`src/design/mffd_pkg.sv`:
```
// shared types and constants for the message frame field deframer
package mffd_pkg;

  // result kinds
  typedef enum logic [2:0] {
    KIND_SUBJECT   = 3'd0,
    KIND_SENDER    = 3'd1,
    KIND_CONTENT   = 3'd2,
    KIND_DELIVERED = 3'd3,
    KIND_IGNORED   = 3'd4,
    KIND_LOGON     = 3'd5,
    KIND_PROBLEM   = 3'd6
  } kind_e;

  // header and body constants
  localparam logic [7:0]  HeaderMagic  = 8'd114;
  localparam logic [7:0]  HeaderZero   = 8'd0;
  localparam logic [2:0]  HeaderBytes  = 3'd6;
  localparam logic [31:0] LogonLength  = 32'd5;
  localparam logic [2:0]  LogonDone    = 3'd5;
  localparam logic [2:0]  LogonFail    = 3'd7;
  localparam logic [31:0] ProblemCode  = 32'hFFFF_FFFB;
  localparam logic [7:0]  CharUpperL   = 8'h4C;
  localparam logic [7:0]  CharLowerL   = 8'h6C;
  localparam logic [7:0]  CharO        = 8'h6F;
  localparam logic [7:0]  CharG        = 8'h67;
  localparam logic [7:0]  CharN        = 8'h6E;

  // input beat
  typedef struct packed {
    logic [7:0] channel;
    logic [7:0] frame_byte;
    logic       end_of_message;
  } in_t;

  // result beat
  typedef struct packed {
    logic [7:0]         channel_out;
    kind_e              kind;
    logic [7:0]         payload_byte;
    logic signed [31:0] error_value;
    logic               last_result;
  } out_t;

endpackage

```
`src/design/message_frame_field_deframer.sv`:
```
// message frame field deframer: header check, body field walk, result queue
//
// Takes one message byte per beat and can accept a beat in every cycle while
// the result queue has room. Each beat updates the phase and counters in a
// single registered step and pushes up to two result beats (a subject, sender
// or content byte, then a status on the final byte) into a four-entry result
// queue. The queue drains one result per cycle while out_ready_i is high, so
// input is accepted whenever at least two entries are free: sustained rate is
// one byte per cycle while the output is ready; the final byte of a message
// that also emits a data byte pushes two results. After each final byte the
// parser returns to its header phase for the next message.
module message_frame_field_deframer (
  input  logic          clk_i,
  input  logic          rst_ni,
  input  logic          in_valid_i,
  output logic          in_ready_o,
  input  mffd_pkg::in_t in_i,
  output logic          out_valid_o,
  input  logic          out_ready_i,
  output mffd_pkg::out_t out_o
);

  // parser phases, one-hot
  typedef enum logic [11:0] {
    PH_HEADER    = 12'b0000_0000_0001,
    PH_ERR       = 12'b0000_0000_0010,
    PH_STAMP     = 12'b0000_0000_0100,
    PH_SUBJ_LEN  = 12'b0000_0000_1000,
    PH_SUBJ_DATA = 12'b0000_0001_0000,
    PH_SEND_LEN  = 12'b0000_0010_0000,
    PH_SEND_DATA = 12'b0000_0100_0000,
    PH_COUNT     = 12'b0000_1000_0000,
    PH_RCPT_LEN  = 12'b0001_0000_0000,
    PH_RCPT_DATA = 12'b0010_0000_0000,
    PH_CONTENT   = 12'b0100_0000_0000,
    PH_DONE      = 12'b1000_0000_0000
  } phase_e;

  phase_e      phase_q, phase_d;
  logic [1:0]  byte_idx_q, byte_idx_d;
  logic [2:0]  hdr_seen_q, hdr_seen_d;
  logic [31:0] body_len_q, body_len_d;
  logic [31:0] body_rem_q, body_rem_d;
  logic [31:0] chunk_rem_q, chunk_rem_d;
  logic [31:0] rcpt_left_q, rcpt_left_d;
  logic [23:0] word_q, word_d;
  logic [31:0] err_held_q, err_held_d;
  logic        pad_q, pad_d;
  logic [2:0]  logon_q, logon_d;
  logic        hdr_bad_q, hdr_bad_d;
  logic        problem_q, problem_d;

  logic        accept;
  logic [7:0]  b;
  logic [31:0] word_w;
  logic        done_req;
  phase_e      done_ph;
  logic        start_req;
  phase_e      start_ph;
  logic        emit_byte;
  mffd_pkg::kind_e byte_kind;
  mffd_pkg::kind_e stat_kind;
  logic [31:0] stat_err;
  logic [31:0] rcpt_dec;

  assign accept = in_valid_i && in_ready_o;
  assign b      = in_i.frame_byte;
  assign word_w = {word_q, b};
  assign rcpt_dec = rcpt_left_q - 32'd1;

  // per-byte parser step
  always_comb begin
    phase_d     = phase_q;
    byte_idx_d  = byte_idx_q;
    hdr_seen_d  = hdr_seen_q;
    body_len_d  = body_len_q;
    body_rem_d  = body_rem_q;
    chunk_rem_d = chunk_rem_q;
    rcpt_left_d = rcpt_left_q;
    word_d      = word_q;
    err_held_d  = err_held_q;
    pad_d       = pad_q;
    logon_d     = logon_q;
    hdr_bad_d   = hdr_bad_q;
    problem_d   = problem_q;
    done_req    = 1'b0;
    done_ph     = phase_q;
    start_req   = 1'b0;
    start_ph    = phase_q;
    emit_byte   = 1'b0;
    byte_kind   = mffd_pkg::KIND_CONTENT;

    if (phase_q == PH_HEADER) begin
      // header bytes: magic, zero, 32-bit length
      if (hdr_seen_q == 3'd0 && b != mffd_pkg::HeaderMagic) begin
        hdr_bad_d = 1'b1;
      end else if (hdr_seen_q == 3'd1 && b != mffd_pkg::HeaderZero) begin
        hdr_bad_d = 1'b1;
      end else if (hdr_seen_q >= 3'd2) begin
        body_len_d = {body_len_q[23:0], b};
      end
      hdr_seen_d = hdr_seen_q + 3'd1;
      if (hdr_seen_d >= mffd_pkg::HeaderBytes) begin
        if (body_len_d[31]) begin
          hdr_bad_d = 1'b1;
        end
        if (hdr_bad_d) begin
          body_rem_d = '0;
          phase_d    = PH_DONE;
        end else begin
          body_rem_d = body_len_d;
          phase_d    = PH_ERR;
          byte_idx_d = '0;
          word_d     = '0;
        end
      end
    end else if (body_rem_q != '0) begin
      body_rem_d = body_rem_q - 32'd1;
      unique case (phase_q)
        // chunk data and pad bytes
        PH_SUBJ_DATA, PH_SEND_DATA, PH_RCPT_DATA: begin
          if (chunk_rem_q != '0) begin
            if (phase_q == PH_SUBJ_DATA) begin
              emit_byte = 1'b1;
              byte_kind = mffd_pkg::KIND_SUBJECT;
              if (logon_q < mffd_pkg::LogonDone) begin
                logon_d = mffd_pkg::LogonFail;
                unique case (logon_q)
                  3'd0: if (b == mffd_pkg::CharUpperL || b == mffd_pkg::CharLowerL)
                          logon_d = 3'd1;
                  3'd1: if (b == mffd_pkg::CharO) logon_d = 3'd2;
                  3'd2: if (b == mffd_pkg::CharG) logon_d = 3'd3;
                  3'd3: if (b == mffd_pkg::CharO) logon_d = 3'd4;
                  3'd4: if (b == mffd_pkg::CharN) logon_d = 3'd5;
                  default: logon_d = mffd_pkg::LogonFail;
                endcase
              end
            end else if (phase_q == PH_SEND_DATA) begin
              emit_byte = 1'b1;
              byte_kind = mffd_pkg::KIND_SENDER;
            end
            chunk_rem_d = chunk_rem_q - 32'd1;
            if (chunk_rem_d == '0 && !pad_q) begin
              done_req = 1'b1;
            end
          end else begin
            pad_d    = 1'b0;
            done_req = 1'b1;
          end
        end
        PH_CONTENT: begin
          emit_byte = 1'b1;
          byte_kind = mffd_pkg::KIND_CONTENT;
        end
        // 32-bit word fields
        PH_ERR, PH_STAMP, PH_SUBJ_LEN, PH_SEND_LEN, PH_COUNT, PH_RCPT_LEN: begin
          word_d     = word_w[23:0];
          byte_idx_d = byte_idx_q + 2'd1;
          if (byte_idx_q == 2'd3) begin
            byte_idx_d = '0;
            word_d     = '0;
            unique case (phase_q)
              PH_ERR: begin
                err_held_d = word_w;
                phase_d    = PH_STAMP;
              end
              PH_STAMP: phase_d = PH_SUBJ_LEN;
              PH_SUBJ_LEN: begin
                logon_d   = (word_w == mffd_pkg::LogonLength) ? 3'd0
                                                              : mffd_pkg::LogonFail;
                start_req = 1'b1;
                start_ph  = PH_SUBJ_DATA;
              end
              PH_SEND_LEN: begin
                start_req = 1'b1;
                start_ph  = PH_SEND_DATA;
              end
              PH_COUNT: begin
                if (word_w[31]) begin
                  problem_d = 1'b1;
                  phase_d   = PH_DONE;
                end else begin
                  rcpt_left_d = word_w;
                  phase_d     = (word_w != '0) ? PH_RCPT_LEN : PH_CONTENT;
                end
              end
              default: begin
                start_req = 1'b1;
                start_ph  = PH_RCPT_DATA;
              end
            endcase
          end
        end
        default: begin
        end
      endcase
    end

    // chunk start from a length word
    if (start_req) begin
      if (word_w[31]) begin
        problem_d = 1'b1;
        phase_d   = PH_DONE;
      end else begin
        chunk_rem_d = word_w;
        pad_d       = word_w[0];
        phase_d     = start_ph;
        if (word_w == '0) begin
          done_req = 1'b1;
          done_ph  = start_ph;
        end
      end
    end

    // chunk end: move to the next field
    if (done_req) begin
      priority if (done_ph == PH_SUBJ_DATA) begin
        phase_d = PH_SEND_LEN;
      end else if (done_ph == PH_SEND_DATA) begin
        phase_d = PH_COUNT;
      end else begin
        rcpt_left_d = rcpt_dec;
        phase_d     = (rcpt_dec != '0) ? PH_RCPT_LEN : PH_CONTENT;
      end
    end

    // status on the final byte, from the updated state
    stat_err = '0;
    priority if (phase_d == PH_HEADER || hdr_bad_d || body_rem_d != '0) begin
      stat_kind = mffd_pkg::KIND_IGNORED;
    end else if (problem_d || phase_d != PH_CONTENT) begin
      stat_kind = mffd_pkg::KIND_PROBLEM;
      stat_err  = mffd_pkg::ProblemCode;
    end else if (logon_d == mffd_pkg::LogonDone) begin
      stat_kind = mffd_pkg::KIND_LOGON;
    end else begin
      stat_kind = mffd_pkg::KIND_DELIVERED;
      stat_err  = err_held_d;
    end

    // back to the header phase after the final byte
    if (in_i.end_of_message) begin
      phase_d     = PH_HEADER;
      byte_idx_d  = '0;
      hdr_seen_d  = '0;
      body_len_d  = '0;
      body_rem_d  = '0;
      chunk_rem_d = '0;
      rcpt_left_d = '0;
      word_d      = '0;
      err_held_d  = '0;
      pad_d       = 1'b0;
      logon_d     = '0;
      hdr_bad_d   = 1'b0;
      problem_d   = 1'b0;
    end
  end

  // parser state registers
  always_ff @(posedge clk_i or negedge rst_ni) begin
    if (!rst_ni) begin
      phase_q     <= PH_HEADER;
      byte_idx_q  <= '0;
      hdr_seen_q  <= '0;
      body_len_q  <= '0;
      body_rem_q  <= '0;
      chunk_rem_q <= '0;
      rcpt_left_q <= '0;
      word_q      <= '0;
      err_held_q  <= '0;
      pad_q       <= 1'b0;
      logon_q     <= '0;
      hdr_bad_q   <= 1'b0;
      problem_q   <= 1'b0;
    end else if (accept) begin
      phase_q     <= phase_d;
      byte_idx_q  <= byte_idx_d;
      hdr_seen_q  <= hdr_seen_d;
      body_len_q  <= body_len_d;
      body_rem_q  <= body_rem_d;
      chunk_rem_q <= chunk_rem_d;
      rcpt_left_q <= rcpt_left_d;
      word_q      <= word_d;
      err_held_q  <= err_held_d;
      pad_q       <= pad_d;
      logon_q     <= logon_d;
      hdr_bad_q   <= hdr_bad_d;
      problem_q   <= problem_d;
    end
  end

  // result beats for this byte
  mffd_pkg::out_t res_byte, res_stat, push0, push1;
  logic           push0_en, push1_en;

  always_comb begin
    res_byte.channel_out  = in_i.channel;
    res_byte.kind         = byte_kind;
    res_byte.payload_byte = b;
    res_byte.error_value  = '0;
    res_byte.last_result  = 1'b0;

    res_stat.channel_out  = in_i.channel;
    res_stat.kind         = stat_kind;
    res_stat.payload_byte = '0;
    res_stat.error_value  = $signed(stat_err);
    res_stat.last_result  = 1'b1;

    push0    = emit_byte ? res_byte : res_stat;
    push1    = res_stat;
    push0_en = accept && (emit_byte || in_i.end_of_message);
    push1_en = accept && emit_byte && in_i.end_of_message;
  end

  // result queue
  mffd_pkg::out_t q_mem [4];
  logic [1:0] wr_ptr_q, rd_ptr_q;
  logic [2:0] count_q;
  logic       pop;
  logic [1:0] wr_next;

  assign pop         = out_valid_o && out_ready_i;
  assign out_valid_o = count_q != 3'd0;
  assign out_o       = q_mem[rd_ptr_q];
  assign in_ready_o  = count_q <= 3'd2;
  assign wr_next     = wr_ptr_q + 2'd1;

  always_ff @(posedge clk_i) begin
    if (push0_en) begin
      q_mem[wr_ptr_q] <= push0;
    end
    if (push1_en) begin
      q_mem[wr_next] <= push1;
    end
  end

  always_ff @(posedge clk_i or negedge rst_ni) begin
    if (!rst_ni) begin
      wr_ptr_q <= '0;
      rd_ptr_q <= '0;
      count_q  <= '0;
    end else begin
      wr_ptr_q <= wr_ptr_q + {1'b0, push0_en} + {1'b0, push1_en};
      rd_ptr_q <= rd_ptr_q + {1'b0, pop};
      count_q  <= count_q + {2'b0, push0_en} + {2'b0, push1_en} - {2'b0, pop};
    end
  end

endmodule
```
`config.mk`:
```
export PLATFORM = sky130hd
export DESIGN_NAME = message_frame_field_deframer
export DESIGN_NICKNAME = d
export VERILOG_FILES = /design/src/design/mffd_pkg.sv /design/src/design/message_frame_field_deframer.sv
export SDC_FILE = /design/constraint.sdc
export NUM_CORES = 1
export LEC_CHECK = 0
export ABC_AREA = 1
export ABC_CLOCK_PERIOD_IN_PS = 7100
export BUFFER_PORTS_ARGS = -buffer_cell sky130_fd_sc_hd__buf_2
export CORE_MARGIN = 1.5
export CORE_UTILIZATION = 59
export DETAILED_ROUTE_END_ITERATION = 8
export PLACE_DENSITY = 0.85
export RECOVER_POWER = 50
export SLEW_MARGIN = 0
export SYNTH_ARGS = -nofsm -noshare
export SYNTH_HDL_FRONTEND = slang
export SYNTH_SLANG_ARGS = --single-unit
export TNS_END_PERCENT = 50
```
`constraint.sdc`:
```
create_clock -name clk_i -period 7.1 [get_ports clk_i]
set_clock_uncertainty 0.05 [all_clocks]
set_input_delay 1.065 -clock clk_i [delete_from_list [all_inputs] [get_ports clk_i]]
set_output_delay 1.065 -clock clk_i [all_outputs]
set_load 0.02 [all_outputs]
```
## Word level (Yosys, flattened, before mapping)

Memory sizes are Yosys's and may differ from the RTL's.
Index checks and enable logic that the tools add are counted.

| cells by class | value |
|---|---|
| add/sub/neg operators | 12 |
| magnitude comparators | 4 |
| muxes and demuxes | 150 |
| eq/ne operators | 31 |
| reductions and logical operators | 33 |

Operator list:

| cell | count |
|---|---|
| 32-bit 2-to-1 mux | 37 |
| 12-bit 2-to-1 mux | 18 |
| 24-bit 2-to-1 mux | 7 |
| 32-bit nonzero test | 5 |
| 32-bit by 1-bit subtractor with 32-bit output, second input constant | 3 |
| 12-bit one-hot mux with 3 select lines | 2 |
| 32-bit logical NOT | 2 |
| 3-bit 2-to-1 mux | 17 |
| 1-bit 2-to-1 mux | 46 |
| 11-bit 2-to-1 mux | 4 |
| 44-bit 2-to-1 mux | 1 |
| 8-bit by 7-bit equality test with 1-bit output, second input constant | 5 |
| 32-bit by 3-bit equality test with 1-bit output, second input constant | 1 |
| 2-bit 2-to-1 mux | 15 |
| 12-bit by 1-bit equality test with 1-bit output, second input constant | 2 |
| 12-bit by 5-bit equality test with 1-bit output, second input constant | 2 |
| 12-bit by 7-bit equality test with 1-bit output, second input constant | 2 |
| 3-bit one-hot mux with 5 select lines | 1 |
| 12-bit by 10-bit equality test with 1-bit output, second input constant | 1 |
| 12-bit by 11-bit equality test with 1-bit output, second input constant | 1 |
| 12-bit by 2-bit equality test with 1-bit output, second input constant | 1 |
| 12-bit by 3-bit equality test with 1-bit output, second input constant | 1 |
| 12-bit by 4-bit equality test with 1-bit output, second input constant | 1 |
| 12-bit by 6-bit equality test with 1-bit output, second input constant | 1 |
| other kinds (32) | 54 |

| word-level totals | value |
|---|---|
| input bits | 21 |
| memory bits (writable) | 208 |
| flip-flop bits (word level) | 214 |
| word-level logic and storage cells | 247 |
| output and inout port bits | 54 |
| memories kept | 1 |

Memories:

| name | depth | width | read ports | clocked after memory_dff | write ports | line | source |
|---|---|---|---|---|---|---|---|
| q_mem | 4 | 52 | 1 | 0 | 2 | message_frame_field_deframer.sv:316 | `mffd_pkg::out_t q_mem [4];` |

## Depth between registers and ports, before layout

| depth | value |
|---|---|
| depth in word-level cells | 19 |
| mapped depth | 25 |
| gate-level depth less buffers | 25 |

## Worst setup path after synthesis

Ideal clock, no wire load.

| timing | value |
|---|---|
| path type | reg-to-reg |
| start | register chunk_rem_q[0] |
| end | memory q_mem[1][44] in the netlist's numbering, data pin |
| required time | 6,796 ps |
| arrival | 3,613 ps |
| cell stages (with the launch flop) | 23 |
| library setup time | 254 ps |
| setup slack | 3,183 ps |
| clock period less this slack | 3,917 ps |
| buffers on the path | 1 |
| cell sequence | dfrtp_1 -> inv_1 -> ha_1 -> nand2_1 -> nor2_4 -> nand2_1 -> inv_1 -> nand2_1 -> nor3_1 -> nand2_1 -> nor3_1 -> inv_1 -> nand3b_2 -> nand2_2 -> inv_2 -> nand2_1 -> nand2_2 -> nor2_1 -> inv_2 -> nand2_1 -> inv_2 -> buf_4 -> nor2_1 |

RTL lines:

| item | line | source |
|---|---|---|
| start: declaration | message_frame_field_deframer.sv:44 | `logic [31:0] chunk_rem_q, chunk_rem_d;` |
| start signal: assignment | message_frame_field_deframer.sv:281 | `chunk_rem_q <= chunk_rem_d;` |
| end: declaration | message_frame_field_deframer.sv:316 |  |

==> impl_metrics.py <==
metrics = {
    "cts": {
        "cts_resized": 0,
        "cts_made_buffers": 45,
        "clock_latency_ns": 0.60,
        "root_buffer": "clkbuf_16",
        "ctsHoldBuffers": 0,
        "cts_htree_levels": 2,
        "cts_tree": "yes",
        "clock-sinks": 422,
        "clock_path_buffers": 3,
        "path_clk_slew_ns": 0.06,
        "cts_setup_buffers": 0,
    },
    "synthesis": {
        "syn_nets": 3094,
        "ys.flop_type": "dfrtp_1",
        "ys_async_sr_fraction_pct": 50.7,
        "ys_seq_area_share_pct": 46.6,
        "synth_area_mm2": 0.0241,
        "ys_types": 60,
        "ys_ff_latch": 422,
        "synth_edf_count": 172,
        "yosysWarningCount": 0,
        "syn_avg_cell_area_um2": 7.88,
        "syn-instance-count": 3057,
    },
    "min_path": {
        "min_path_type": "flop to flop",
    },
    "global_route": {
        "grt_busiest_layer": "met2",
        "gr-usage-met2_pct": 59.0,
        "grt_pass1_vias": 21600,
        "track_usage_pct": 35.4,
        "grt_max_degree": 126,
        "grt_overflow": 0,
        "grt_pass1_wl_mm": 115,
        "met3_usage_pct": 6.01,
        "antenna_found_initial": 1,
        "use_met1_pct": 43.4,
    },
    "cells_and_area": {
        "nNetsFinal": 3094,
        "mostFrequentLayoutCells": "559 x nand2_1, 479 x nor2_1, 360 x o21ai_0",
        "antennaDiodeCount": 0,
        "layout.cells.non_filler": 3618,
        "areaGrowthSynthToFinish_pct": 8.23,
        "final_common_cell": "nand2_1",
        "nFillCells": 3276,
        "drive_above_1_share_pct": 10.1,
    },
    "power_and_ir_drop": {
        "ir_drop_uv": 351,
        "finalPower_w": 0.0136,
        "power_density_mw_per_mm2": 523,
        "p_leak_nw": 10.8,
    },
    "placed_design": {
        "gp_congestion": 1.01,
        "dp_cells": 3535,
        "hpwl_mm": 48.3,
        "portBuffers": 74,
    },
    "floorplan": {
        "core_area_mm2": 0.0400,
        "initial_core_util_pct": 60.2,
        "die_h_um": 205,
        "row_count": 73,
        "dieArea_mm2": 0.0421,
        "dieWidth_um": 205,
        "io-pin-count": 75,
    },
    "run_status": {
        "status": "finished with violations",
        "failed_checks": "max-capacitance violations, max-slew violations",
    },
    "drt": {
        "wl_per_cell_um": 20.5,
        "drt_iter0_markers": 2624,
        "routed_via_density": 6.19,
        "drc": 0,
        "drtAntennaViolNets": 0,
        "num_vias": 22400,
        "finalWirelength_mm": 74.0,
        "first_pass_iters": 6,
    },
    "setup_path": {
        "cp.required_ns": 7.37,
        "cp_max_fo": 64,
        "path_class": "flop to flop",
        "crit_path_end_kind": "flop",
        "arrival_ns": 6.16,
        "critPathLaunchType": "flop",
    },
    "sta": {
        "setup-tns-final_ns": 0,
        "fmax_mhz": 170,
        "post-route-period-util_pct": 82.9,
        "rsz0062_at_grt": "false",
        "slew_violations": 465,
        "setup_viol_count_final": 0,
        "slew_headroom_pct": -177,
        "tightestPinTransition_ns": 4.15,
        "layout_min_cycle_time_ns": 5.89,
        "finalHoldViolCount": 0,
    },
    "flow_run": {
        "maxCapViolations": 8,
    },
}
## critical path: stages (launching register included)
cell and delay (ns):
dfrtp_1 0.45, nor2_2 0.17, nand2_2 0.14, nor2_4 0.16, inv_2 0.06, nor2_4 0.48, nor2_1 0.38, nand3_4 0.23
inv_1 0.11, nand2_1 0.09, clkbuf_1 1.97, nor2_1 0.60, a21oi_1 0.39, nand2_1 0.14, nand2_4 0.15, nor2_2 0.05
## registers in the layout (all words and copies together) (netlist names), 2 cells and up
name / count
wr_ptr_q: 2
rd_ptr_q: 2
count_q: 3
byte_idx_q: 2
body_rem_q: 32
q_mem: 208
rcpt_left_q: 32
body_len_q: 32
hdr_seen_q: 3
word_q: 24
logon_q: 3
err_held_q: 32
chunk_rem_q: 32
phase_q: 12
## report_power, final
group	total, W	internal, W	switching [W]	leakage, nW
Clock	0.00242	0.00142	0.000999	0.726
Combinational	0.00774	0.00221	0.00554	5.14
Sequential	0.00348	0.00303	0.000451	4.91
## cell type report
type	count	area (um^2)	share of cell area [%]
clock inverters	18	204	0.782
flip-flops and latches	422	11200	43.1
repair buffers	100	485	1.86
multi-input cells	2215	11200	42.8
inverters	273	1030	3.95
well taps	525	657	2.52
clock buffers	65	1300	4.97
## stage by stage
step	util [%]	setup slack, ns	hold WS [ns]	cell area, um^2
after detailed placement	61.8	1.62	0.390	24700
after floorplan	-	3.18	0.371	24100
final	65.2	1.21	0.403	26100
after CTS	65.6	2.13	0.410	26200
after global routing	65.2	0.899	0.432	26100
after global placement	61.8	1.81	0.383	24700
## worst paths after layout
kind / start / slack, ns / endpoint / cells past startpoint
worst max-delay path: phase_q[7] / 1.21 / q_mem[0][7] / 15
worst min-delay path: q_mem[1][36] / 0.40 / q_mem[1][36] / 2
worst max register to register: phase_q[7] / 1.21 / q_mem[0][7] / 15
worst min register to register: q_mem[1][36] / 0.40 / q_mem[1][36] / 2
max in group asynchronous: rst_ni / 2.00 / err_held_q[27] / 2
min in group asynchronous: rst_ni / 1.54 / body_rem_q[17] / 1
## cells in the mapped netlist, types with 36 or more instances
library cell,instances,area (um^2)
nand2_1,560,2100
nor2_1,473,1780
o21ai_0,359,1800
inv_1,249,935
dfrtp_1,213,5330
edfxtp_1,172,5160
o22ai_1,130,813
nor2_2,121,757
nand3_1,114,571
a21oi_1,112,561
clkbuf_1,104,390
xor2_1,62,543
nand4_1,53,332
o21ai_1,39,195
dfxtp_1,36,721
## metal layers
metal	vias to the layer above	share of wire, %
met5	-	0.024
met3	247	8.8
met2	1196	48
met1	10700	37
li1	10300	-
met4	2	5.9
## logic make-up after synthesis
kind of cell | Yosys count | share of synthesized area [%]
xor+xnor | 66 | 2.40
fa+ha+maj | 16 | 0.924
compound gates | 724 | 16.9
buf+inv | 420 | 7.02
simple gates | 1409 | 26.1
flops | 422 | 46.6
Power figures use the tool's default switching activity.
